==> config.mk <==
export PLATFORM = sky130hd
export DESIGN_NAME = cfrt_back
export DESIGN_NICKNAME = d
export VERILOG_FILES = /design/src/hw/rtl/cfrt_pkg.sv /design/src/hw/rtl/cfrt_back.sv
export SDC_FILE = /design/constraint.sdc
export NUM_CORES = 2
export LEC_CHECK = 0
export BUFFER_PORTS_ARGS = -buffer_cell sky130_fd_sc_hd__buf_2
export CORE_ASPECT_RATIO = 0.9
export CORE_MARGIN = 2
export CORE_UTILIZATION = 55
export DETAILED_ROUTE_END_ITERATION = 8
export GPL_TIMING_DRIVEN = 0
export PLACE_DENSITY_LB_ADDON = 0.2
export SETUP_SLACK_MARGIN = 0.2
export SLEW_MARGIN = 0
export SYNTH_ARGS = -nofsm -noshare
export SYNTH_HDL_FRONTEND = slang
export SYNTH_MEMORY_MAX_BITS = 65536
export SYNTH_SLANG_ARGS = --single-unit
==> constraint.sdc <==
create_clock -name clk -period 21.1 [get_ports clk]
set_clock_uncertainty 0.2 [all_clocks]
set_input_delay 1.055 -clock clk [delete_from_list [all_inputs] [get_ports clk]]
set_output_delay 1.055 -clock clk [all_outputs]
set_load 0.01 [all_outputs]
==> src/hw/rtl/cfrt_pkg.sv <==
// ----------------------------------------------------------------------------
// cfrt_pkg: shared types for the clock frame replacement table
// Command codes, classified operations, result status codes, back end states
// and the layout of one frame table row.
// ----------------------------------------------------------------------------
package cfrt_pkg;

	typedef enum logic [2:0] {
		CMD_ALLOC  = 3'd0,
		CMD_FREE   = 3'd1,
		CMD_ACCESS = 3'd2,
		CMD_EVICT  = 3'd3,
		CMD_LEVEL  = 3'd4
	} cmd_t;

	typedef enum logic [2:0] {
		K_ALLOC,
		K_FREE,
		K_ACCESS,
		K_EVICT,
		K_LEVEL,
		K_BAD
	} op_kind_t;

	typedef enum logic [2:0] {
		ST_OK        = 3'd0,
		ST_FULL      = 3'd1,
		ST_NOT_FOUND = 3'd2,
		ST_NO_VICTIM = 3'd3,
		ST_BAD_ARG   = 3'd4
	} status_t;

	typedef enum logic [1:0] {
		BK_CLEAR,
		BK_IDLE,
		BK_SCAN,
		BK_FINISH
	} back_state_t;

	typedef struct packed {
		op_kind_t    kind;
		logic [19:0] page;
		logic [7:0]  owner;
		logic [26:0] virt;
		logic [5:0]  slot;
		logic [2:0]  level;
	} op_t;

	typedef struct packed {
		logic        used;
		logic        refd;
		logic [7:0]  owner;
		logic [19:0] frame;
		logic [26:0] virt;
	} row_t;

endpackage

==> src/hw/rtl/cfrt_back.sv <==
// ----------------------------------------------------------------------------
// cfrt_back: table engine
// Holds the frame table and owner levels in memories, sweeps the table one
// row per cycle for all but level and bad operations and registers the result.
// ----------------------------------------------------------------------------
module cfrt_back #(
	parameter int FRAMES = 64,
	parameter int OWNERS = 256
) (
	input  logic             clk,
	input  logic             arst_n,
	input  logic             q_valid,
	input  cfrt_pkg::op_t    q_op,
	output logic             pop,
	output logic             out_valid,
	input  logic             out_stall,
	output logic [2:0]       status,
	output logic [5:0]       slot_out,
	output logic [19:0]      victim_page,
	output logic [7:0]       victim_owner,
	output logic [26:0]      victim_virt
);
	import cfrt_pkg::*;

	localparam int FW    = $clog2(FRAMES);
	localparam int OW    = $clog2(OWNERS);
	localparam int CW    = $clog2(2 * FRAMES + 1);
	localparam int CLR_N = (FRAMES > OWNERS) ? FRAMES : OWNERS;
	localparam int CLW   = $clog2(CLR_N);

	row_t        ent_mem [FRAMES];
	logic [2:0]  lvl_mem [OWNERS];

	back_state_t st_q, st_d;
	op_t         op_q;
	logic [CLW-1:0] clr_q;
	logic [FW-1:0]  addr_q;
	logic [CW-1:0]  cnt_q;
	logic           p1_v_q, p2_v_q;
	logic [FW-1:0]  p1_idx_q, p2_idx_q;
	row_t           ent_rd_q, p2_row_q;
	logic [2:0]     lvl_rd_q;
	logic           found_q, fb_q;
	logic [FW-1:0]  best_q, fb_idx_q, hand_q;
	logic [2:0]     best_lvl_q;
	row_t           best_row_q, fb_row_q;
	logic           out_valid_q;
	status_t        status_q;
	logic [5:0]     slot_q;
	row_t           vrow_q;

	logic           fin, scan_done;
	logic           ent_we, lvl_we;
	logic [FW-1:0]  ent_wa;
	row_t           ent_wd;
	logic [OW-1:0]  lvl_wa;
	logic [2:0]     lvl_wd;
	logic [FW-1:0]  vic_idx;
	row_t           vic_row;
	logic           vic_any;
	status_t        res_status;
	logic [5:0]     res_slot;
	row_t           res_row;

	assign pop       = (st_q == BK_IDLE) && q_valid;
	assign fin       = (st_q == BK_FINISH) && (!out_valid_q || !out_stall);
	assign scan_done = (cnt_q == '0) && !p1_v_q && !p2_v_q;
	assign vic_any   = found_q || fb_q;
	assign vic_idx   = found_q ? best_q : fb_idx_q;
	assign vic_row   = found_q ? best_row_q : fb_row_q;

	always_comb begin
		st_d       = st_q;
		ent_we     = 1'b0;
		ent_wa     = p1_idx_q;
		ent_wd     = '0;
		lvl_we     = 1'b0;
		lvl_wa     = OW'(op_q.owner);
		lvl_wd     = op_q.level;
		res_status = ST_BAD_ARG;
		res_slot   = 6'd0;
		res_row    = '0;
		case (st_q)
			BK_CLEAR: begin
				ent_we = (32'(clr_q) < FRAMES);
				ent_wa = FW'(clr_q);
				lvl_we = (32'(clr_q) < OWNERS);
				lvl_wa = OW'(clr_q);
				lvl_wd = 3'd0;
				if (32'(clr_q) == CLR_N - 1) st_d = BK_IDLE;
			end
			BK_IDLE: begin
				if (pop) begin
					st_d = (q_op.kind == K_LEVEL || q_op.kind == K_BAD) ? BK_FINISH : BK_SCAN;
				end
			end
			BK_SCAN: begin
				// Second chance: a referenced owned entry loses its bit as the hand passes.
				ent_we = p1_v_q && (op_q.kind == K_EVICT) && ent_rd_q.used &&
					(ent_rd_q.owner != 8'd0) && ent_rd_q.refd;
				ent_wd = ent_rd_q;
				ent_wd.refd = 1'b0;
				if (scan_done) st_d = BK_FINISH;
			end
			BK_FINISH: begin
				ent_wa = best_q;
				case (op_q.kind)
					K_ALLOC: begin
						res_status = found_q ? ST_OK : ST_FULL;
						res_slot   = found_q ? 6'(best_q) : 6'd0;
						ent_we     = fin && found_q;
						ent_wd     = '{used: 1'b1, refd: 1'b0, owner: op_q.owner,
							frame: op_q.page, virt: op_q.virt};
					end
					K_FREE: begin
						res_status = found_q ? ST_OK : ST_NOT_FOUND;
						res_slot   = found_q ? 6'(best_q) : 6'd0;
						ent_we     = fin && found_q;
					end
					K_ACCESS: begin
						res_status = found_q ? ST_OK : ST_NOT_FOUND;
						res_slot   = found_q ? 6'(best_q) : 6'd0;
						ent_we     = fin && found_q;
						ent_wd     = best_row_q;
						ent_wd.refd = 1'b1;
					end
					K_EVICT: begin
						res_status = vic_any ? ST_OK : ST_NO_VICTIM;
						res_slot   = vic_any ? 6'(vic_idx) : 6'd0;
						res_row    = vic_any ? vic_row : '0;
						ent_we     = fin && vic_any;
						ent_wa     = vic_idx;
					end
					K_LEVEL: begin
						res_status = ST_OK;
						lvl_we     = fin;
					end
					default: res_status = ST_BAD_ARG;
				endcase
				if (fin) st_d = BK_IDLE;
			end
			default: st_d = BK_IDLE;
		endcase
	end

	always_ff @(posedge clk or negedge arst_n) begin
		if (!arst_n) begin
			st_q        <= BK_CLEAR;
			clr_q       <= '0;
			cnt_q       <= '0;
			addr_q      <= '0;
			p1_v_q      <= 1'b0;
			p2_v_q      <= 1'b0;
			found_q     <= 1'b0;
			fb_q        <= 1'b0;
			hand_q      <= '0;
			out_valid_q <= 1'b0;
		end else begin
			st_q   <= st_d;
			p1_v_q <= (st_q == BK_SCAN) && (cnt_q != '0);
			p2_v_q <= p1_v_q;
			if (st_q == BK_CLEAR) clr_q <= clr_q + 1'b1;
			if (pop) begin
				found_q <= 1'b0;
				fb_q    <= 1'b0;
				case (q_op.kind)
					K_ALLOC, K_FREE: begin
						cnt_q  <= CW'(FRAMES);
						addr_q <= '0;
					end
					K_ACCESS: begin
						cnt_q  <= CW'(1);
						addr_q <= FW'(q_op.slot);
					end
					K_EVICT: begin
						cnt_q  <= CW'(2 * FRAMES);
						addr_q <= hand_q;
					end
					default: cnt_q <= '0;
				endcase
			end else if (st_q == BK_SCAN && cnt_q != '0) begin
				cnt_q  <= cnt_q - 1'b1;
				addr_q <= (32'(addr_q) == FRAMES - 1) ? '0 : addr_q + 1'b1;
			end
			if (p2_v_q) begin
				case (op_q.kind)
					K_ALLOC: if (!found_q && !p2_row_q.used) found_q <= 1'b1;
					K_FREE: begin
						if (!found_q && p2_row_q.used && p2_row_q.frame == op_q.page)
							found_q <= 1'b1;
					end
					K_ACCESS: found_q <= p2_row_q.used;
					K_EVICT: begin
						if (p2_row_q.used && p2_row_q.owner != 8'd0) begin
							if (!p2_row_q.refd && (!found_q || best_lvl_q < lvl_rd_q))
								found_q <= 1'b1;
							if (!fb_q || p2_idx_q < fb_idx_q) fb_q <= 1'b1;
						end
					end
					default: found_q <= found_q;
				endcase
			end
			if (fin && op_q.kind == K_EVICT && vic_any)
				hand_q <= (32'(vic_idx) == FRAMES - 1) ? '0 : vic_idx + 1'b1;
			if (fin) out_valid_q <= 1'b1;
			else if (!out_stall) out_valid_q <= 1'b0;
		end
	end

	// Candidate data follows the flag conditions; an access always stores its row.
	always_ff @(posedge clk) begin
		if (pop) op_q <= q_op;
		p1_idx_q <= addr_q;
		p2_idx_q <= p1_idx_q;
		p2_row_q <= ent_rd_q;
		if (p2_v_q) begin
			case (op_q.kind)
				K_ALLOC: if (!found_q && !p2_row_q.used) best_q <= p2_idx_q;
				K_FREE: begin
					if (!found_q && p2_row_q.used && p2_row_q.frame == op_q.page)
						best_q <= p2_idx_q;
				end
				K_ACCESS: begin
					best_q     <= p2_idx_q;
					best_row_q <= p2_row_q;
				end
				K_EVICT: begin
					if (p2_row_q.used && p2_row_q.owner != 8'd0) begin
						if (!p2_row_q.refd && (!found_q || best_lvl_q < lvl_rd_q)) begin
							best_q     <= p2_idx_q;
							best_lvl_q <= lvl_rd_q;
							best_row_q <= p2_row_q;
						end
						if (!fb_q || p2_idx_q < fb_idx_q) begin
							fb_idx_q <= p2_idx_q;
							fb_row_q <= p2_row_q;
						end
					end
				end
				default: best_q <= best_q;
			endcase
		end
		if (fin) begin
			status_q <= res_status;
			slot_q   <= res_slot;
			vrow_q   <= res_row;
		end
	end

	always_ff @(posedge clk) begin
		if (ent_we) ent_mem[ent_wa] <= ent_wd;
		ent_rd_q <= ent_mem[addr_q];
		if (lvl_we) lvl_mem[lvl_wa] <= lvl_wd;
		lvl_rd_q <= lvl_mem[OW'(ent_rd_q.owner)];
	end

	assign out_valid    = out_valid_q;
	assign status       = status_q;
	assign slot_out     = slot_q;
	assign victim_page  = vrow_q.frame;
	assign victim_owner = vrow_q.owner;
	assign victim_virt  = vrow_q.virt;

`ifndef SYNTHESIS
	a_pop_idle: assert property (@(posedge clk) disable iff (!arst_n)
		pop |=> (st_q == BK_SCAN || st_q == BK_FINISH))
		else $error("operation taken outside idle");
	a_pipe: assert property (@(posedge clk) disable iff (!arst_n)
		p2_v_q |-> $past(p1_v_q))
		else $error("row pipeline out of step");
	a_slot_zero: assert property (@(posedge clk) disable iff (!arst_n)
		(out_valid_q && status_q != ST_OK) |-> (slot_q == 6'd0))
		else $error("failed result carries a slot");
	a_clear_quiet: assert property (@(posedge clk) disable iff (!arst_n)
		(st_q == BK_CLEAR) |-> (!out_valid_q && !pop))
		else $error("activity during clearing pass");
`endif

endmodule

# Word level (Yosys, flattened, before mapping)
# Memories as Yosys holds them, arrays and structs flattened. A register that Yosys moved wholly into a read port is not among the register bits.
# Cells that the tools add are included.
# W data, S select, Z words.
# totals
reg_bits,355
ramBits,4416
inputBits,71
output_inout_bits,66
word_cells,183
memories,2
# mem_list
name,depth,word_bits,read_ports,rd_ports_with_merged_regs,wr,line_no,rtl
ent_mem,64,57,1,1,1,cfrt_back.sv:31,row_t ent_mem [FRAMES];
lvl_mem,256,3,1,1,1,cfrt_back.sv:32,logic [2:0] lvl_mem [OWNERS];
# classes
addsub,4
magnitude_cmp,3
eq_ne,27
mux,59
n_reduce_logical,51
# op_table
op,count
$pmux W57 S2,3
$mux W57,2
$mux W6,12
$mux W55,1
$mux W8,3
$pmux W6 S2,2
$pmux W6 S4,1
$pmux W8 S3,1
$reduce_bool A8 Y1,3
$eq A20 B20 Y1,1
$mux W1,20
$logic_and A1 B1 Y1,18
$pmux W6 S3,1
$reduce_and A4 Y1,4
$ne A2 B2 Y1 const B,7
$add A6 B1 Y6 const B,2
$eq A3 B2 Y1 const B,4
$eq A6 B6 Y1 const B,2
$mux W2,6
$pmux W3 S4,1
$eq A3 B3 Y1 const B,3
$add A8 B1 Y8 const B,1
$eq A8 B8 Y1 const B,1
$logic_not A1 Y1,8
other kinds (26),37

# Longest topological paths before layout
# logic_depth
depth_word,8
depth_mapped,12
mapped_depth_nobuf,9

# Least setup slack after synthesis
# No wires, ideal clock.
# synth_timing
path_type,input -> register
start,input out_stall
end,memory ent_mem[0][0] (netlist name) (enable)
setup_time_ps,478
arrival_ps,9793
t_required_ps,20422
path_slack_ps,10629
path_stages,7
path_buffers,0
cell_sequence,a21boi_0 -> and3b_1 -> o22ai_1 -> a21oi_1 -> nor2b_1 -> nand3_1 -> nor2b_1
# synth_via
elab_chain_cells,8
elab_cells_between_ends,9
classes_between,mux: 4; reduce/logical: 5
# synth_rtl
item,line_no,rtl
start: declaration,cfrt_back.sv:16,"input logic out_stall,"
$logic_not A1 Y1 (*),--,
$logic_or A1 B1 Y1 (*),cfrt_back.sv:66,assign fin = (st_q == BK_FINISH) && (!out_valid_q || !out_stall);
$logic_and A1 B1 Y1 (*),cfrt_back.sv:66,
$logic_and A1 B1 Y1 (on tied branches),--,
$pmux W1 S2 (*),cfrt_back.sv:107,case (op_q.kind)
$pmux W1 S3 (*),cfrt_back.sv:83,case (st_q)
$mux W1 (*),cfrt_back.sv:251,if (ent_we) ent_mem[ent_wa] <= ent_wd;
$mux W1 (not written as such) (*),cfrt_back.sv:251,
end: declaration,cfrt_back.sv:31,
# Every way passes the cells marked *; elsewhere a longest branch is shown, timed or not.

==> impl_metrics.ini <==
[floorplanning]
initial_core_util = 0.552
die_x_um = 613
die_height_um = 552
row_count = 201
die_area_mm2 = 0.339
coreArea_mm2 = 0.333
io_pins = 137

[power_and_ir_drop]
switching_power_mw = 3.60
swShare = 0.192
cellPowerDensity_mw_per_mm2 = 87.9
peakVddDrop_uv = 79.2
clkPwrFrac = 0.445
p_int_mw = 15.1
p_leak_nw = 61.5
power_frac_comb = 0.001
p_seq_frac = 0.554

[global_route]
grt.busiest_layer = met1
grt_first_pass_wirelength_mm = 753
first_global_vias = 92400
grt_antenna_before_repair = 37
grt_max_degree = 56
overflow = 0
use_met1 = 0.474
use_met2 = 0.473
grt_usage = 0.326
met3_usage = 0.0931

[worst_hold_path]
hold_class = primary input to flop

[clock_tree]
clockBufferDepth = 4
cts_root_buf = clkbuf_16
path_clk_slew_ns = 0.06
post_cts_buffers = 0
htreeDepth = 5
clock_latency_ns = 1.04
cts_inserted_buffers = 454
cts_sinks = 4831
cts_tree = built

[critical_path]
worstPathArrival_ns = 7.21
end_kind = flop
crit_type = flop to flop
slowest_stage = clkbuf_1
worstPathRequired_ns = 21.53
path_cells = clkbuf_1, buf_2, clkbuf_1, clkbuf_1, mux4_2, mux4_2, mux2i_1, o21ai_0
cp_common_cell = clkbuf_1
critical_path_peak_fanout = 10
critical_path.max_stage_delay_ns = 1.08
startpoint_type = flop

[place]
io_buffer_count = 136
placed_cell_area_mm2 = 0.197
hpwl_mm = 376
globalplace.congestion = 0.934

[flow_run]
cap_viol_max_count = 5

[logic_synthesis]
ys_types = 65
syn_inst = 7980
synth_top_area_share = 0.762
synth_flop_cell = edfxtp_1
syn-num-nets = 8068
yosys-top-cells-area = edfxtp_1, mux4_2, dfxtp_1
ys_ff_latch = 4831
ys_top_cells_by_count = edfxtp_1, mux4_2, nor2_1, clkbuf_1, mux2i_1
synth_top_area_cell = edfxtp_1
syn_area_mm2 = 0.184
synth-edff-count = 4667
ys_seq_area_frac = 0.781
yosysMostFrequentCell = edfxtp_1
yosys_warnings = 0
syn_area_per_cell_um2 = 23.0
synthArstFlopShare = 0.00724

[detailed_routing]
via_per_inst = 6.91
wirelength_mm = 552
drcViolationCount = 0
first_iter_violations = 17200
postRouteAntennaNets = 0
drt_first_pass_iters = 6
num_vias = 95200
avgRoutedWirePerCell_um = 40.1

[sta]
relSlewSlack = -0.0685
period_share = 0.321
slew_viol_final = 43
hold_viol_final = 0
period_minus_slack_ns = 6.78
max_freq_mhz = 147
finalSetupTns_ns = 0
max_slew.worst_pin.slew_ns = 1.60
grt_setup_unrepaired = no
setup_viol = 0

[outcome]
violations = max-capacitance violations, max-slew violations
status = finished with violations

[final_layout]
syn_to_final_growth_pct = 15.7
postLayoutCellArea_mm2 = 0.213
nNetsFinal = 8975
final_layout_size_suffix_gt1_frac = 0.296
==> power by group through the flow <==
stage | Sequential (mW) | Combinational [mW] | Clock, mW
5_1_grt | 10.3 | 0.0192 | 8.70
3_3_place_gp | 10.6 | 0.0133 | 0
4_1_cts | 10.4 | 0.0183 | 8.35
6_report | 10.3 | 0.0185 | 8.32
3_5_place_dp | 10.6 | 0.0136 | 0
2_1_floorplan | 10.6 | 0.000941 | 0
==> critical path, delay by kind of cell (launching register included) <==
kind | cells | cell delay [ns]
compound gates | 1 | 0.75
buf+inv | 4 | 2.92
mux | 3 | 1.85
flops | 1 | 0.63
==> cell usage in the layout, fill, tap and decap left out, types with 13 or more instances in the layout <==
master	Yosys	final
a21oi_1	41	40
nor2b_4	0	27
dlygate4sd3_1	0	29
ha_1	17	17
mux2i_1	169	169
buf_4	21	23
a221oi_1	15	15
buf_1	39	33
dfrtp_1	35	35
nor2_1	410	369
a31oi_1	14	14
xnor2_1	30	30
clkbuf_2	0	26
o21ai_4	0	52
clkbuf_8	0	24
buf_12	0	238
mux2_2	23	23
edfxtp_1	4667	4667
dfxtp_1	129	129
nand3_1	39	39
o21ai_0	111	59
inv_1	25	25
nand2_1	161	161
a211oi_1	14	13
nor2_4	0	41
clkbuf_1	265	343
diode_2	0	34
buf_16	0	41
clkinv_1	3	91
clkinv_2	0	88
buf_2	106	246
mux4_2	1343	1343
o22ai_1	29	25
nor3_1	19	18
a22oi_1	80	80
bufinv_16	0	50
clkbuf_16	0	465
==> metrics by stage <==
| step | hold WS (ns) | cells | power, mW | util | setup slack (ns) |
|---|---|---|---|---|---|
| detailed placement | 0.137 | 12900 | 10.6 | 0.593 | 14.89 |
| global route | 0.0282 | 13800 | 19.1 | 0.639 | 14.47 |
| CTS | 0.000177 | 13700 | 18.7 | 0.639 | 14.88 |
| global placement | 0.138 | 12600 | 10.6 | 0.571 | -0.733 |
| finish | 0.0377 | 13800 | 18.7 | 0.639 | 14.32 |
| floorplan | 0.126 | 7980 | 10.6 | - | 10.63 |
==> final cells by class <==
| class | instances | area, um^2 |
|---|---|---|
| antenna | 34 | 85.1 |
| timing repair buffer | 451 | 6950 |
| tap | 4466 | 5590 |
| sequential | 4831 | 144000 |
| multi-input combinational | 2683 | 39400 |
| inverter | 29 | 109 |
| clock inverter | 257 | 2720 |
| clock buffer | 592 | 12400 |
| buffer | 437 | 1940 |
| fill | 21700 | 120000 |
==> path summary, 6_finish.rpt <==
check	start	end	slack [ns]	cells past startpoint
min in group asynchronous	arst_n	addr_q[2]	0.95	2
max reg2reg	addr_q[1]	ent_rd_q[39]	14.32	8
min reg2reg	ent_rd_q[15]	p2_row_q[15]	0.15	0
min	q_op[37]	op_q[37]	0.04	1
max in group asynchronous	arst_n	cnt_q[5]	19.13	2
max	addr_q[1]	ent_rd_q[39]	14.32	8
==> what timing repair did <==
item	CTS	global route
endpoints found under the hold margin	63	0
gates resized for setup	0	0
hold buffers	29	0
==> metal layers <==
metal	share of wire	up-vias
met1	0.36	50600
li1	-	35700
met2	0.45	7682
met3	0.14	1247
met5	0.00026	-
met4	0.048	16
==> flip-flops by register name, summed over array words and instances (netlist names), 6 cells and up <==
signal	cells
addr_q	6
best_q	6
best_row_q	56
clr_q	8
cnt_q	8
ent_mem	3648
ent_rd_q	57
fb_idx_q	6
fb_row_q	55
hand_q	6
lvl_mem	768
op_q	61
p1_idx_q	6
p2_idx_q	6
p2_row_q	57
slot_out	6
victim_owner	8
victim_page	20
victim_virt	27
==> cell families (layout without fill, tap and decap cells) <==
group / count (synthesis) / count (layout) / synth area share
other: 0 / 34 / 0
buffers and inverters: 466 / 1766 / 0.0109
AO/OA/AOI/OAI: 368 / 368 / 0.0131
multiplexers: 1535 / 1535 / 0.175
XOR/XNOR: 37 / 37 / 0.00176
AND/OR/NAND/NOR: 726 / 726 / 0.0167
flip-flops: 4831 / 4831 / 0.781
adder cells (fa/ha/maj): 17 / 17 / 0.00116
Note: power is estimated with default switching activity, not from simulation.
