--- src/hw/rtl/cfrt_pkg.sv ---
// ----------------------------------------------------------------------------
// cfrt_pkg: shared types for the clock frame replacement table
// Command codes, classified operations, result status codes, back end states
// and the layout of one frame table row.
// ----------------------------------------------------------------------------
package cfrt_pkg;

	typedef enum logic [2:0] {
		CMD_ALLOC  = 3'd0,
		CMD_FREE   = 3'd1,
		CMD_ACCESS = 3'd2,
		CMD_EVICT  = 3'd3,
		CMD_LEVEL  = 3'd4
	} cmd_t;

	typedef enum logic [2:0] {
		K_ALLOC,
		K_FREE,
		K_ACCESS,
		K_EVICT,
		K_LEVEL,
		K_BAD
	} op_kind_t;

	typedef enum logic [2:0] {
		ST_OK        = 3'd0,
		ST_FULL      = 3'd1,
		ST_NOT_FOUND = 3'd2,
		ST_NO_VICTIM = 3'd3,
		ST_BAD_ARG   = 3'd4
	} status_t;

	typedef enum logic [1:0] {
		BK_CLEAR,
		BK_IDLE,
		BK_SCAN,
		BK_FINISH
	} back_state_t;

	typedef struct packed {
		op_kind_t    kind;
		logic [19:0] page;
		logic [7:0]  owner;
		logic [26:0] virt;
		logic [5:0]  slot;
		logic [2:0]  level;
	} op_t;

	typedef struct packed {
		logic        used;
		logic        refd;
		logic [7:0]  owner;
		logic [19:0] frame;
		logic [26:0] virt;
	} row_t;

endpackage

--- src/hw/rtl/cfrt_front.sv ---
// ----------------------------------------------------------------------------
// cfrt_front: command intake
// Checks the arguments of each incoming word, turns it into an operation and
// holds it in a two-entry queue until the back end takes it.
// ----------------------------------------------------------------------------
module cfrt_front #(
	parameter int FRAMES = 64,
	parameter int OWNERS = 256,
	parameter int LEVELS = 8
) (
	input  logic             clk,
	input  logic             arst_n,
	input  logic             in_valid,
	output logic             in_stall,
	input  logic [2:0]       command,
	input  logic [19:0]      frame_page,
	input  logic [7:0]       owner,
	input  logic [26:0]      virt_page,
	input  logic [5:0]       slot,
	input  logic [2:0]       level,
	output logic             q_valid,
	output cfrt_pkg::op_t    q_op,
	input  logic             pop
);
	import cfrt_pkg::*;

	op_t        op_new;
	op_t        q_mem_q [2];
	logic       wp_q, rp_q;
	logic [1:0] cnt_q;
	logic       push;
	logic       owner_ok;

	assign owner_ok = (owner != 8'd0) && (32'(owner) < OWNERS);

	always_comb begin
		op_new.page  = frame_page;
		op_new.owner = owner;
		op_new.virt  = virt_page;
		op_new.slot  = slot;
		op_new.level = level;
		case (command)
			CMD_ALLOC:  op_new.kind = (frame_page != 20'd0 && owner_ok) ? K_ALLOC : K_BAD;
			CMD_FREE:   op_new.kind = K_FREE;
			CMD_ACCESS: op_new.kind = (32'(slot) < FRAMES) ? K_ACCESS : K_BAD;
			CMD_EVICT:  op_new.kind = K_EVICT;
			CMD_LEVEL:  op_new.kind = (owner_ok && 32'(level) < LEVELS) ? K_LEVEL : K_BAD;
			default:    op_new.kind = K_BAD;
		endcase
	end

	assign in_stall = (cnt_q == 2'd2);
	assign push     = in_valid && !in_stall;
	assign q_valid  = (cnt_q != 2'd0);
	assign q_op     = q_mem_q[rp_q];

	always_ff @(posedge clk or negedge arst_n) begin
		if (!arst_n) begin
			wp_q  <= 1'b0;
			rp_q  <= 1'b0;
			cnt_q <= 2'd0;
		end else begin
			if (push) wp_q <= ~wp_q;
			if (pop) rp_q <= ~rp_q;
			cnt_q <= cnt_q + {1'b0, push} - {1'b0, pop};
		end
	end

	always_ff @(posedge clk) begin
		if (push) q_mem_q[wp_q] <= op_new;
	end

endmodule

--- config.mk ---
export PLATFORM = sky130hd
export DESIGN_NAME = cfrt_front
export DESIGN_NICKNAME = d
export VERILOG_FILES = /design/src/hw/rtl/cfrt_pkg.sv /design/src/hw/rtl/cfrt_front.sv
export SDC_FILE = /design/constraint.sdc
export NUM_CORES = 1
export LEC_CHECK = 0
export ABC_CLOCK_PERIOD_IN_PS = 5100
export CORE_MARGIN = 4
export CORE_UTILIZATION = 50
export CTS_BUF_LIST = sky130_fd_sc_hd__clkbuf_8
export CTS_CLUSTER_SIZE = 8
export DETAILED_ROUTE_END_ITERATION = 16
export DONT_BUFFER_PORTS = 1
export PLACE_DENSITY = 0.65
export SYNTH_ARGS = -nofsm -noshare
export SYNTH_HDL_FRONTEND = slang
export SYNTH_SLANG_ARGS = --single-unit
--- constraint.sdc ---
create_clock -name clk -period 5.1 [get_ports clk]
set_input_delay 0.255 -clock clk [delete_from_list [all_inputs] [get_ports clk]]
set_output_delay 0.255 -clock clk [all_outputs]
set_load 0.03 [all_outputs]
### Word-level counts from Yosys, hierarchy flattened

Memory sizes are Yosys's and may differ from the RTL's.
Index checks and enable logic that the tools add are counted.
W data, S select, Z words.

| operators by class | value |
|---|---|
| muxes and demuxes | 5 |
| equal/unequal tests | 5 |
| reduce and logical (&&, ||, !) cells | 7 |
| bitwise gates (word level) | 2 |
| add/sub/neg operators | 2 |

Operator list:

| operator | count |
|---|---|
| $reduce_bool A20 Y1 | 1 |
| $pmux W3 S5 | 1 |
| $reduce_bool A8 Y1 | 1 |
| $eq A3 B2 Y1 const B | 2 |
| $eq A3 B1 Y1 const B | 1 |
| $eq A3 B3 Y1 const B | 1 |
| $logic_not A3 Y1 | 1 |
| $mux W1 | 3 |
| $mux W3 | 1 |
| $add A2 B1 Y2 | 1 |
| $eq A2 B2 Y1 const B | 1 |
| $logic_and A1 B1 Y1 | 2 |
| $not A1 Y1 | 2 |
| $reduce_bool A2 Y1 | 1 |
| $sub A2 B1 Y2 | 1 |
| $logic_not A1 Y1 | 1 |

| storage, ports and cells | value |
|---|---|
| bits in registers | 4 |
| output and inout bits | 69 |
| word-level logic and storage cells | 25 |
| RAM bits | 134 |
| memories | 1 |

Memory list:

| memory | words | width | read ports | clocked after memory_dff | wr ports | RTL line | text |
|---|---|---|---|---|---|---|---|
| q_mem_q | 2 | 67 | 1 | 0 | 1 | cfrt_front.sv:28 | `op_t q_mem_q [2];` |

### Depth between registers and ports, before layout

Gate-level depths: netlist (run 1).

| logic depth | value |
|---|---|
| depth in word-level cells | 5 |
| gate-level depth with buffers | 7 |

### Least setup slack after synthesis (run 1)

Ideal clock, no wire load.

| path | value |
|---|---|
| path kind | reg-to-reg |
| start point | register cnt_q[1] |
| end point | memory q_mem_q[0][0] (netlist name), enable pin |
| clock period less this slack | 3.881 ns |
| slack | 1.219 ns |
| cell stages (with the launch flop) | 4 |
| data arrival time | 3.388 ns |
| buffers on the path | 0 |
| library setup time | 0.492 ns |
| cell sequence | dfrtp_1 -> nand2b_1 -> nand2_1 -> nor2_1 |

| between the ends | value |
|---|---|
| cells in the longest elaborated chain, start to end | 5 |

RTL lines:

| what | RTL line | text |
|---|---|---|
| start, declared | cfrt_front.sv:30 | `logic [1:0] cnt_q;` |
| start signal, assigned | cfrt_front.sv:65 | `cnt_q <= cnt_q + {1'b0, push} - {1'b0, pop};` |
| $eq A2 B2 Y1 | cfrt_front.sv:52 | `assign in_stall = (cnt_q == 2'd2);` |
| $logic_not A1 Y1 | cfrt_front.sv:53 | `assign push = in_valid && !in_stall;` |
| $logic_and A1 B1 Y1 | cfrt_front.sv:53 |  |
| $mux W1 | cfrt_front.sv:70 | `if (push) q_mem_q[wp_q] <= op_new;` |
| $mux W1 (not written as such) | cfrt_front.sv:70 |  |
| end, declared | cfrt_front.sv:28 |  |

Every way passes these cells.

### Worst setup path in the final report (run 1)

| path | value |
|---|---|
| start point | register cnt_q[1] |
| end point | memory q_mem_q[0][56] (netlist name), enable pin |

Same word-level chain as after synthesis.

==> qor.yml, run 1 <==
outcome: "finished clean"
detail_route.wl_per_cell_microns: 19.7
ctsResizeCount: 0
dr.pass1.iters: 4
die_area_sq_um: 12100
num-fill-cells: 733
grt_use_met1_pct: 17.8
antenna_found_initial: 0
syn_inst: 244
hold_viol_final: 0
register_area_sq_um: 4130
crit-reg2reg-launch: "cnt_q[1]"
route.detailed.drc: 0
fmax_mhz: 421
grt_pass1_vias: 2630
first_iter_violations: 98
vdd_drop_max_mv: 0.273
power_uw: 3850
worst_setup_path_end_kind: "flop"
gr-max-usage-layer: "met2"
worstMarginPinSlew_ps: 1050
gp_congestion: 0.649
grt_use_met2_pct: 25.6
synth_edf_count: 134
ys_warn_count: 0
final_nets: 397
hold_buffers: 66
htree_levels: 4
clk_pin_slew_worst_paths_ps: 70
port_buffers: 0
cap_violations: 0
post-route-period-util_pct: 46.6
required_ps: 5160
final_layout_size_suffix_gt1_share_pct: 28.8
fin_area_sq_um: 6440
hold_depth: 2
hold-path-endpoint: "q_mem_q[1][66]"
place_inst: 374
rrSetupSlack_ps: 2720
clockRootBuffer: "clkbuf_8"
dp_hpwl_microns: 5410
async_reset_ff_share_pct: 2.90
cts.sinks: 138
synth_area_sq_um: 5220
worstPathArrival_ps: 2440
yosysTopAreaCell: "edfxtp_1"
ys_top_cells_by_area: "edfxtp_1, mux2_2, mux2_4"
yosys-top-cells-count: "edfxtp_1, mux2_2, mux2_4, nor4_1"
gr-total-overflow: 0
hp-start: "command[2]"
cts_inserted_buffers: 17
synth_top_area_share_pct: 77.1
setup_tns_ps: 0
hold_class: "input port to flop"
p_leak_uw: 0.00223
ant_nets: 0
fin_crit_ps: 2380
cts_buffer_depth: 2
clock_skew_ps: 8.18
maxSlewViolCount: 0
synth.yosys.seq_area_share_pct: 79.0
final-setup-viol-count: 0
synth_nets: 317
die_w_microns: 110
ioPinCount: 140
clk-insertion-delay-late_ps: 410
die_y_microns: 110
powerDensity_nw_per_um2: 598
syn_avg_cell_area_sq_um: 21.4
post_dp_cell_area_sq_um: 5350
vias: 2469
r2r-end: "q_mem_q[0][56]"
grt_pass1_wl_microns: 13800
initial_utilization_pct: 51.0
critical_path.max_fanout: 36
synth.most_common_cell: "edfxtp_1"
synth-main-ff-cell: "edfxtp_1"
startpoint_type: "flop"
core_sq_um: 10200
slew_headroom_pct: 30.1
area_growth_pct: 23.4
tritoncts: "yes"
rsz0062_at_grt: "false"
rows: 37
synthDistinctLibCells: 23
criticalPathCategory: "flop to flop"
routed_via_density: 5.22
fin_cells: 473
multi_input_area_sq_um: 1030
pre_cts_slack_ps: 2680
met3_usage_pct: 8.97
grt_use_total_pct: 15.8
wl_microns: 9340
rr_worst_depth: 4
ys_ff_latch: 138
grt_max_degree: 69
setup_slack_ps: 2720
cts_setup_buffers: 0
antenna_cells: 0
==> cell families after synthesis <==
family | after synthesis | share of synthesized area, %
buffers and inverters | 10 | 1.53
AND/OR/NAND/NOR | 19 | 1.97
adder cells (fa/ha/maj) | 2 | 0.479
flip-flops | 138 | 79.0
AO/OA/AOI/OAI | 4 | 0.479
multiplexers | 67 | 15.9
XOR/XNOR | 4 | 0.671
==> worst max-delay path by stage <==
| stage | end | slack (ps) | from | cells past startpoint |
|---|---|---|---|---|
| floorplan | q_mem_q[0][0] | 1220 | cnt_q[1] | 3 |
| global placement | q_mem_q[0][60] | 2690 | cnt_q[1] | 4 |
| detailed placement | q_mem_q[0][63] | 2680 | cnt_q[1] | 4 |
| CTS | q_mem_q[0][56] | 2670 | cnt_q[1] | 4 |
| global route | q_mem_q[0][62] | 2520 | cnt_q[0] | 4 |
| finish | q_mem_q[0][56] | 2720 | cnt_q[1] | 4 |
==> power by group <==
part | switching (uW) | internal [uW] | total, uW
Clock | 367 | 567 | 934
Sequential | 176 | 1550 | 1730
Combinational | 796 | 394 | 1190
==> per-layer routing <==
| layer | up-vias | share of wire (%) |
|---|---|---|
| li1 | 1124 | - |
| met4 | 0 | 1.2 |
| met3 | 8 | 11 |
| met1 | 1240 | 39 |
| met5 | - | 0 |
| met2 | 97 | 49 |
==> stage by stage <==
step | hold slack (ps) | util (%)
2_1_floorplan | -40.6 | -
3_3_place_gp | -40.5 | 52.3
3_5_place_dp | -40.5 | 52.3
4_1_cts | 15.1 | 62.9
5_1_grt | 48.3 | 63.0
6_report | 79.5 | 63.0
==> worst max-delay path, stage by stage, from the launching register on <==
cell      delay, ps
dfrtp_1         400
nand2b_1        110
nand2_1         140
nor2_4          790
buf_4           530
==> cell type report <==
class / instances / share of cell area (%)
flip-flops and latches: 138 / 64.1
well taps: 136 / 2.64
inverters: 2 / 0.117
clock inverters: 15 / 2.95
clock buffers: 17 / 3.63
multi-input cells: 96 / 15.9
repair buffers: 69 / 10.6
==> state kept, by name, summed over array words and instances (netlist names) <==
register,flops
wp_q,1
cnt_q,2
rp_q,1
q_mem_q,134
==> layout by cell type (no fill, tap or decap), types with 2 or more instances in the layout <==
master,Yosys,final
buf_4,0,2
bufinv_16,0,5
clkbuf_8,0,17
clkinv_1,0,4
clkinv_2,0,2
dfrtp_1,4,3
dlygate4sd3_1,0,67
edfxtp_1,134,134
ha_1,2,2
inv_1,2,6
mux2_2,47,47
mux2_4,20,20
nand2_1,2,2
nand3_1,3,3
nor2_1,3,2
nor4_1,7,7
xnor2_1,3,3
(Power assumes the default switching activity.)
==> inputs of run 2 (changes only) <==
--- a/config.mk
+++ b/config.mk
@@ -5,7 +5,7 @@
 export SDC_FILE = /design/constraint.sdc
 export NUM_CORES = 1
 export LEC_CHECK = 0
-export ABC_CLOCK_PERIOD_IN_PS = 5100
+export ABC_CLOCK_PERIOD_IN_PS = 2400
 export CORE_MARGIN = 4
 export CORE_UTILIZATION = 50
 export CTS_BUF_LIST = sky130_fd_sc_hd__clkbuf_8
==> constraint.sdc (replaced) <==
create_clock -name clk -period 2.4 [get_ports clk]
set_input_delay 0.12 -clock clk [delete_from_list [all_inputs] [get_ports clk]]
set_output_delay 0.12 -clock clk [all_outputs]
set_load 0.03 [all_outputs]
==> qor.yml, run 2 (synthesis results as in run 1) <==
setup.worst_path.end: "q_op[11]"
worst_setup_path_end_kind: "output port"
vdd_drop_max_mv: 0.788  # +190%
wl_microns: 9350  # +0.18%
hold_class: "input port to flop"
holdWs_ps: 57.9  # -21.5 ps
grt_max_degree: 36  # -48%
rrSetupSlack_ps: 710  # -2010 ps
largest_register_ffs: 134  # unchanged
final_nets: 405  # +2.0%
top_regs: "q_mem_q: 134 flops, cnt_q: 2 flops"
hold_viol_final: 0  # unchanged
first_iter_violations: 85  # -13%
final_cell_mix: "edfxtp_1, dlygate4sd3_1, mux2_2, mux2_4, clkbuf_8"
outcome: "finished clean"
clock_skew_ps: 15.8  # +7.63 ps
rsz0062_at_grt: "false"
fin_crit_ps: 1920
grt_use_total_pct: 15.6  # -0.18 points
fmax_mhz: 521
route.detailed.drc: 0  # unchanged
place_inst: 377  # +0.80%
rows: 37  # unchanged
dp_hpwl_microns: 5790  # +7.0%
gr-max-usage-layer: "met2"
clk-insertion-delay-late_ps: 420  # about the same
cap_violations: 0  # unchanged
critPathSlowestCell: "dfrtp_4"
met3_usage_pct: 6.46  # -2.5 points
required_ps: 2280  # -2880 ps
ctsResizeCount: 0  # unchanged
die_w_microns: 110  # unchanged
num-fill-cells: 756  # +3.1%
gp_congestion: 0.717  # +11%
cp_slowest_stage_delay_ps: 590  # -200 ps
htree_levels: 4  # unchanged
r2r-end: "q_mem_q[1][56]"
cts_buffer_depth: 2  # unchanged
vias: 2491  # +0.89%
layout_commonest_cell: "edfxtp_1"
crit_path_start: "rp_q"
grt_pass1_wl_microns: 13800  # -0.30%
setup_tns_ps: 0  # unchanged
largest-register: "q_mem_q"
grt_pass1_vias: 2621  # -0.34%
worstMarginPinSlew_ps: 505  # -543 ps
ioPinCount: 140  # unchanged
critical_path.max_fanout: 18  # -50%
antenna_cells: 0  # unchanged
cts.sinks: 138  # unchanged
crit-reg2reg-launch: "cnt_q[0]"
antenna_found_initial: 0  # unchanged
core_sq_um: 10200  # unchanged
cts_inserted_buffers: 17  # unchanged
grt_use_met1_pct: 19.2  # +1.4 points
startpoint_type: "flop"
grt_use_met2_pct: 24.7  # -0.82 points
die_y_microns: 110  # unchanged
final-setup-viol-count: 0  # unchanged
p_leak_uw: 0.00223  # +0.23%
power_uw: 8030  # +110%
hold_depth: 3  # +1
maxSlewViolCount: 0  # unchanged
final_layout_size_suffix_gt1_share_pct: 31.3  # +2.5 points
fin_cells: 481  # +1.7%
area_growth_pct: 24.4
clk_pin_slew_worst_paths_ps: 80  # about the same
gr-total-overflow: 0  # unchanged
dr.pass1.iters: 4  # unchanged
slew_headroom_pct: 66.3  # +36 points
worstPathArrival_ps: 1800  # -640 ps
die_area_sq_um: 12100  # unchanged
detail_route.wl_per_cell_microns: 19.4  # -1.5%
clockRootBuffer: "clkbuf_8"
ant_nets: 0  # unchanged
initial_utilization_pct: 51.0  # unchanged
post_dp_cell_area_sq_um: 5400  # +0.96%
port_buffers: 0  # unchanged
cp_cell_sequence: "buf_4 > mux2_2"
criticalPathCategory: "flop to output port"
powerDensity_nw_per_um2: 1240  # +110%
post-route-period-util_pct: 80.0
fin_area_sq_um: 6490  # +0.82%
routed_via_density: 5.18  # -0.79%
tritoncts: "yes"
rr_worst_depth: 3  # -1
==> run 2: cell count changes in the layout (fill, tap and decap cells not counted), moves of 4 or more <==
cell,change
clkinv_4,+4
dlygate4sd3_1,+5
bufinv_16,-4
inv_1,-4
inv_6,+4
clkinv_1,-4
==> run 2: power by group <==
part	total [uW]	internal, uW	switching [uW]
clock network	1750	838	915
registers	3480	3290	181
logic	2800	897	1900
total	8030	5030	3000
==> run 2: layer usage <==
metal | vias up | share of wire, % | routed length [microns]
met3 | 11 | 8.2 | 771
met4 | 0 | 1.0 | 97
li1 | 1144 | - | -
met2 | 93 | 50 | 4710
met1 | 1243 | 40 | 3780
met5 | - | 0 | 0
==> run 2: critical path, delay by kind of cell (launching register included) <==
family                 cells  cell delay (ps)
buffers and inverters      1              320
flip-flops                 1              590
multiplexers               1              460
==> run 2: cell type report <==
| cell class | instances | area [sq um] | area share [%] |
|---|---|---|---|
| Clock buffer | 17 | 234 | 3.60 |
| Clock inverter | 15 | 141 | 2.18 |
| Inverter | 2 | 7.51 | 0.116 |
| Multi-Input combinational cell | 96 | 1030 | 15.9 |
| Sequential cell | 138 | 4130 | 63.6 |
| Tap cell | 136 | 170 | 2.62 |
| Timing Repair Buffer | 77 | 783 | 12.1 |
==> run 2: worst min-delay path by stage <==
stage,startpoint,to,slack [ps]
floorplan,arst_n,cnt_q[0],-180
global placement,arst_n,wp_q,-180
detailed placement,arst_n,cnt_q[1],-180
CTS,command[0],q_mem_q[0][66],30
global route,command[0],q_mem_q[1][66],50
finish,command[0],q_mem_q[0][66],60
==> run 2: stage by stage <==
| stage | setup WS, ps | utilization, % |
|---|---|---|
| after global routing | 387 | 63.5 |
| after detailed placement | 691 | 52.8 |
| after floorplan | 374 | - |
| after CTS | 422 | 63.5 |
| after global placement | 744 | 52.8 |
| final | 480 | 63.5 |
==> run 2: timing repair <==
action,CTS,global route
hold buffers,72,0
endpoints found under the hold margin,141,0
buffers inserted,0,0
==> inputs of run 3 (changes only) <==
--- a/config.mk
+++ b/config.mk
@@ -5,7 +5,8 @@
 export SDC_FILE = /design/constraint.sdc
 export NUM_CORES = 1
 export LEC_CHECK = 0
-export ABC_CLOCK_PERIOD_IN_PS = 2400
+export ABC_AREA = 1
+export ABC_CLOCK_PERIOD_IN_PS = 1800
 export CORE_MARGIN = 4
 export CORE_UTILIZATION = 50
 export CTS_BUF_LIST = sky130_fd_sc_hd__clkbuf_8
==> constraint.sdc (replaced) <==
create_clock -name clk -period 1.8 [get_ports clk]
set_input_delay 0.09 -clock clk [delete_from_list [all_inputs] [get_ports clk]]
set_output_delay 0.09 -clock clk [all_outputs]
set_load 0.03 [all_outputs]
==> qor.yml, run 3 <==
cts_buffer_depth: 2  # unchanged
grt_use_total_pct: 16.0  # +0.38 points
worstPathArrival_ps: 1580  # -220 ps
largest_register_ffs: 134  # unchanged
synth_nets: 334  # +5.4%
maxSlewViolCount: 0  # unchanged
grt_pass1_wl_microns: 14900  # +8.2%
detail_route.wl_per_cell_microns: 18.6  # -4.4%
holdWs_ps: 47.9  # -10.0 ps
vias: 2559  # +2.7%
rows: 37  # unchanged
antenna_found_initial: 0  # unchanged
dr.pass1.iters: 4  # unchanged
synth_edf_count: 134  # unchanged
synth-main-ff-cell: "edfxtp_1"
ctsResizeCount: 0  # unchanged
worstMarginPinSlew_ps: 545  # +40.1 ps
ys_warn_count: 0  # unchanged
syn_inst: 261  # +7.0%
critical_path.max_fanout: 26  # +8
ant_nets: 0  # unchanged
post-route-period-util_pct: 92.6
route.detailed.drc: 0  # unchanged
first_iter_violations: 118  # +39%
ys_ff_latch: 138  # unchanged
hold_viol_final: 0  # unchanged
gp_congestion: 0.748  # +4.3%
synthDistinctLibCells: 20  # -13%
clk_pin_slew_worst_paths_ps: 70  # about the same
ys_top_cells_by_area: "edfxtp_1, mux2_2, mux2_4"
htree_levels: 4  # unchanged
clockRootBuffer: "clkbuf_8"
synth.yosys.seq_area_share_pct: 78.4  # -0.60 points
largest-register: "q_mem_q"
antenna_cells: 0  # unchanged
yosys-top-cells-count: "edfxtp_1, mux2_2, mux2_4, nor2_1, nand2_1"
die_area_sq_um: 12200  # +0.71%
fmax_mhz: 600
cts_inserted_buffers: 17  # unchanged
die_y_microns: 111  # +0.35%
p_leak_uw: 0.00231  # +3.5%
port_buffers: 0  # unchanged
dp_hpwl_microns: 5840  # +0.92%
syn_avg_cell_area_sq_um: 20.2  # -5.8%
post-route-util_pct: 64.3  # +0.83 points
synth_area_sq_um: 5260  # +0.77%
final_cell_mix: "edfxtp_1, dlygate4sd3_1, mux2_2, mux2_4, nor2_1"
worst_setup_path_end_kind: "output port"
die_w_microns: 111  # +0.35%
cts.sinks: 138  # unchanged
area_growth_pct: 25.6
vdd_drop_max_mv: 0.928  # +18%
yosysTopAreaCell: "edfxtp_1"
wl_microns: 9300  # -0.60%
core_sq_um: 10300  # +0.45%
rsz0062_at_grt: "false"
layout_commonest_cell: "edfxtp_1"
cap_violations: 0  # unchanged
synth.most_common_cell: "edfxtp_1"
clock_skew_ps: 9.26  # -6.54 ps
routed_via_density: 5.12  # -1.2%
top_regs: "q_mem_q: 134 flops, cnt_q: 2 flops"
grt_max_degree: 41  # +14%
final_nets: 425  # +4.9%
slew_headroom_pct: 63.5  # -2.8 points
criticalPathCategory: "flop to output port"
ioPinCount: 140  # unchanged
gr-total-overflow: 0  # unchanged
required_ps: 1710  # -570 ps
grt_pass1_vias: 2786  # +6.3%
startpoint_type: "flop"
hold_class: "input port to flop"
fin_crit_ps: 1670
powerDensity_nw_per_um2: 1640  # +32%
synth_top_area_share_pct: 76.5  # -0.59 points
async_reset_ff_share_pct: 2.90  # unchanged
clk-insertion-delay-late_ps: 420  # about the same
tritoncts: "yes"
final_layout_size_suffix_gt1_share_pct: 29.9  # -1.4 points
outcome: "finished clean"
final-setup-viol-count: 0  # unchanged
initial_utilization_pct: 51.2  # +0.16 points
==> run 3: cell types whose count changed after synthesis, moves of 4 or more <==
cell     previous run  this run
nand2_1             2         8
nor2_1              3        20
nor4_1              7         0
inv_1               2         6
==> run 3: timing repair <==
item,in CTS,in global routing
hold buffers,72,0
buffers inserted,2,0
endpoints found under the hold margin,140,0
endpoints found under the setup margin,40,0
==> run 3: worst max-delay path: stages, from the launching register on <==
cell and delay (ps):
dfrtp_4 460, buf_12 220, mux2_2 460
==> run 3: worst paths after layout <==
kind,slack (ps),cells after the start,from,end
worst max-delay path,130,2,rp_q,q_op[2]
worst min-delay path,50,3,pop,cnt_q[1]
worst max register to register,410,5,cnt_q[0],cnt_q[1]
worst min register to register,620,1,cnt_q[0],cnt_q[0]
max in group asynchronous,1100,2,arst_n,rp_q
min in group asynchronous,490,2,arst_n,cnt_q[0]
==> run 3: metrics by stage <==
| step | power [uW] | setup WS [ps] | area, sq um | setup TNS, ps | cells |
|---|---|---|---|---|---|
| 6_report | 10800 | 133 | 6610 | 0 | 500 |
| 5_1_grt | 11300 | 50.9 | 6610 | 0 | 500 |
| 4_1_cts | 11000 | 85.3 | 6610 | 0 | 500 |
| 3_5_place_dp | 8500 | 407 | 5510 | 0 | 395 |
| 3_3_place_gp | 8450 | 413 | 5510 | 0 | 395 |
| 2_1_floorplan | 7910 | -179 | 5280 | -22580 | 261 |
==> run 3: layout make-up <==
cell class / count / area (sq um)
fillers: 730 / 3670
clock buffers: 17 / 234
repair buffers: 80 / 856
flip-flops and latches: 138 / 4130
well taps: 136 / 170
clock inverters: 14 / 134
multi-input cells: 109 / 1060
inverters: 6 / 22.5
==> run 3: kinds of logic (layout without fill, tap and decap cells) <==
group | Yosys count | count (layout) | synth area share (%)
AO/OA/AOI/OAI | 2 | 2 | 0.262
multiplexers | 67 | 67 | 15.8
XOR/XNOR | 4 | 4 | 0.666
flip-flops | 138 | 138 | 78.4
AND/OR/NAND/NOR | 34 | 34 | 2.64
buffers and inverters | 14 | 117 | 1.81
adder cells (fa/ha/maj) | 2 | 2 | 0.476
==> run 3: metal layers <==
metal	global-route usage, %	part of all wire (%)
met1	18.0	38
met2	26.8	54
met3	7.07	6.9
met4	6.32	1.3
met5	0	0
==> run 3: where the power goes <==
group | total (uW) | internal [uW] | switching (uW) | leakage [uW]
sequential | 4590 | 4390 | 201 | 0.00129
combinational | 3940 | 1320 | 2620 | 0.000839
clock | 2290 | 1200 | 1090 | 0.000180
